**src/sv/bba_ram.sv**
```systemverilog
module bba_ram #(
  parameter int WIDTH = 8,
  parameter int DEPTH = 256
) (
  input  logic                     clk,
  input  logic                     we,
  input  logic [$clog2(DEPTH)-1:0] waddr,
  input  logic [WIDTH-1:0]         wdata,
  input  logic [$clog2(DEPTH)-1:0] raddr,
  output logic [WIDTH-1:0]         rdata
);

  logic [WIDTH-1:0] mem [DEPTH];

  always_ff @(posedge clk) begin
    if (we) begin
      mem[waddr] <= wdata;
    end
    rdata <= mem[raddr];
  end

endmodule

```
**config.mk**
```make
export PLATFORM = sky130hd
export DESIGN_NAME = bba_ram
export DESIGN_NICKNAME = d
export VERILOG_FILES = /design/src/sv/bba_ram.sv
export SDC_FILE = /design/constraint.sdc
export NUM_CORES = 2
export LEC_CHECK = 0
export ABC_CLOCK_PERIOD_IN_PS = 3690
export BUFFER_PORTS_ARGS = -buffer_cell sky130_fd_sc_hd__buf_2
export CAP_MARGIN = 20
export CORE_UTILIZATION = 35
export DETAILED_ROUTE_END_ITERATION = 10
export GPL_TIMING_DRIVEN = 0
export SETUP_SLACK_MARGIN = 0.4
export SYNTH_ARGS = -nofsm -noshare
export SYNTH_HDL_FRONTEND = slang
export SYNTH_SLANG_ARGS = --single-unit
```
**constraint.sdc**
```tcl
create_clock -name clk -period 3.69 [get_ports clk]
set_input_delay 0.1845 -clock clk [delete_from_list [all_inputs] [get_ports clk]]
set_output_delay 0.1845 -clock clk [all_outputs]
set_load 0.01 [all_outputs]
```
==> metrics.log <==
INFO  metric run_status = complete, no violations
INFO  metric die_y = about 480 µm
INFO  metric hold_viol_final = 0
INFO  metric finClkSkew = around 25 ps
INFO  metric detailedRoute.firstPassIterationCount = 6
INFO  metric top_cell_type_s_share_of_synthesized_area = slightly below 80%
INFO  metric root_buffer_cell = clkbuf_16
INFO  metric synth_edf_count = ~2,000
INFO  metric drc = 0
INFO  metric hold_slack = just over 300 ps
INFO  metric grt_overflow_total = 0
INFO  metric synthTopCellsByCount = edfxtp_1, mux4_2, nor2_1
INFO  metric final_instance_area = around 0.09 mm²
INFO  metric first_global_vias = 40,483
INFO  metric grt_max_degree = about 160
INFO  metric layout.nets = 4,039
INFO  metric synthesis.yosys.warnings = 0
INFO  metric ios = 34
INFO  metric clockBufferDepth = 3
INFO  metric cp-start-kind = input pin
INFO  metric synth-main-ff-cell = edfxtp_1
INFO  metric avgSynthCellArea = approximately 21 µm²
INFO  metric hold-path-endpoint = mem[250][6]
INFO  metric leakagePower = 27.8 nW
INFO  metric power.ir.vdd_worst = 0.000513 V
INFO  metric maxClockFrequency = approximately 270 MHz
INFO  metric ys_async_sr_fraction = 0%
INFO  metric fp-row-count = 174
INFO  metric setup.worst_path.end_class = flop
INFO  metric design.core.area = 0.225 mm²
INFO  metric cts_made_buffers = approximately 210
INFO  metric slew-limit-headroom = approximately 17%
INFO  metric fp.dieArea = around 0.23 mm²
INFO  metric seq_area_frac_synth = 77.5%
INFO  metric syn-instance-count = 3,733
INFO  metric regToRegSetupSlack = around 460 ps
INFO  metric placement.cell_area = about 0.084 mm²
INFO  metric preCtsSetupSlack = -1060 ps
INFO  metric r2r.worst_path.cells = 6
INFO  metric buffer_ports.inserted = 26
INFO  metric hold_path_class = in2reg
INFO  metric cts_num_sinks = 2,056
INFO  metric nets_in_the_synthesized_netlist = 3,759
INFO  metric netlist_area = 0.0796 mm²
INFO  metric clk_transition_reported_paths = approximately 60 ps
INFO  metric hold-path-cell-count = 3
INFO  metric min_from = waddr[4]
INFO  metric vias = around 42,000
INFO  metric cp_max_fo = 10
INFO  metric synth.distinct_cells = between 50 and 60
INFO  metric grt_setup_unrepaired = yes
INFO  metric critical_path_class = in2reg
INFO  metric area.growth.synth_to_final = 14.5%
INFO  metric wire_per_inst = around 34 µm
INFO  metric drive_gt1_share = 22.9%
INFO  metric grt_pass1_wl = roughly 330,000 µm
INFO  metric netlist.top_cell.by_area = edfxtp_1
INFO  metric worst_r2r_startpoint = mem[161][0]
INFO  metric ant_nets = 0
INFO  metric crit_arrival = between 4000 and 5000 ps
INFO  metric ys_ff_latch = a little over 2,000
INFO  metric setup_viol = 0
INFO  metric tritoncts = done
INFO  metric track_usage = 21.1%
INFO  metric wl = 246,000 µm
INFO  metric htree_num_levels = 4
INFO  metric cp.required = about 4300 ps
INFO  metric worstSkewPairLatency = around 850 ps
INFO  metric power-per-cell-area = ~540 mW/mm²
INFO  metric yosys.cell_count.top_type = edfxtp_1
INFO  metric finish.utilization = a little over 40%
INFO  metric final_min_period_over_clock_period = 99.3%
INFO  metric antenna_found_initial = 16
INFO  metric place.gp.congestion = between 0.9 and 1
INFO  metric die_w = around 480 µm
INFO  metric final_max_slew_viol_count = 0
INFO  metric worstReg2RegEnd = rdata[0]
INFO  metric maxCapViolCount = 0
INFO  metric floorplan.initialDensity = a little over a third
INFO  metric routed_via_density = roughly 5.8
INFO  metric synth.area.top_cells = edfxtp_1, mux4_2, mux2i_1, nor2_1, a22oi_1
INFO  metric timing.final.crit_period = roughly 3700 ps
INFO  metric place.detailed.hpwl = between 150,000 and 200,000 µm
INFO  metric drt_first_iter_violations = around 6,500
INFO  metric worst_max_slew_pin_slew = around 1200 ps
INFO  metric setup_ws_final = around 26 ps
timing repair:
item,4_1_cts,5_1_grt
setup buffers,0,0
resized for setup,16,6
gates cloned,0,0
hold buffers,8,0
hold endpoints to repair,774,0
setup endpoints to repair,8,5
critical path: stages:
cell and delay (ps):
buf_2 110, buf_4 210, clkbuf_1 480, clkbuf_2 510
clkbuf_1 570, a2111oi_0 970, nor3_1 290, nor4_2 900
cell type report:
| class | count | area [µm²] |
|---|---|---|
| fill | 19758 | 134000 |
| sequential | 2056 | 61700 |
| multi-input combinational | 1442 | 16500 |
| clock buffer | 258 | 5410 |
| tap | 2992 | 3740 |
| buffer | 233 | 1500 |
| clock inverter | 123 | 1230 |
| timing repair buffer | 71 | 957 |
| antenna | 23 | 57.6 |
| inverter | 2 | 7.51 |
how the worst max path moves through the flow:
stage          cells past startpoint     start  slack [ps]  endpoint
3_5_place_dp                       9  raddr[1]       -1060  rdata[3]
4_1_cts                            9  raddr[2]         130  rdata[5]
6_report                           8  raddr[4]          30  rdata[0]
2_1_floorplan                      9  raddr[0]        1570  rdata[2]
5_1_grt                            9  raddr[4]         310  rdata[4]
3_3_place_gp                       9  raddr[1]       -1350  rdata[3]
power breakdown:
part           internal (W)  total (W)  switching, W
Clock                0.0117     0.0209       0.00915
Sequential           0.0257     0.0258     0.0000152
Combinational      0.000872    0.00283       0.00196
Total                0.0383     0.0494        0.0111
sequential cells by signal (all words and copies together), names as in the netlist:
register and flops:
rdata 8, mem 2048
cell families (layout without fill, tap and decap cells):
family | after synthesis | count (layout) | share of synthesized area [%]
DFF | 2056 | 2056 | 77.5
muxes | 591 | 591 | 14.6
and+or+nand+nor | 466 | 466 | 2.63
AOI/OAI and AO/OA | 385 | 385 | 3.42
buffers and inverters | 235 | 687 | 1.83
other | 0 | 23 | 0
metrics by stage:
stage               setup TNS [ps]  std cells  total power [W]
floorplan                        0       3733           0.0275
global placement          -1622400       6751           0.0290
finish                           0       7200           0.0494
detailed placement           -6830       6786           0.0290
global route                     0       7181           0.0504
CTS                              0       7175           0.0495
layer usage:
metal / part of all wire [%] / up-vias / track usage [%]
li1: - / 16314 / -
met1: 38 / 22276 / 27.9
met2: 47 / 2650 / 33.0
met3: 11 / 508 / 5.43
met4: 4.4 / 6 / 9.05
met5: 0.014 / - / 0
cell usage in the layout (no fill, tap or decap), types with 33 or more instances in the layout:
cell type / count
clkinv_1: 45
a21oi_1: 96
buf_2: 57
nand3_1: 34
o221ai_1: 46
mux4_2: 454
clkbuf_16: 209
nor2_1: 281
nand2_1: 33
clkbuf_1: 134
mux2i_1: 134
a22oi_1: 133
clkinv_2: 39
edfxtp_1: 2048
Power figures use the tool's default switching activity.
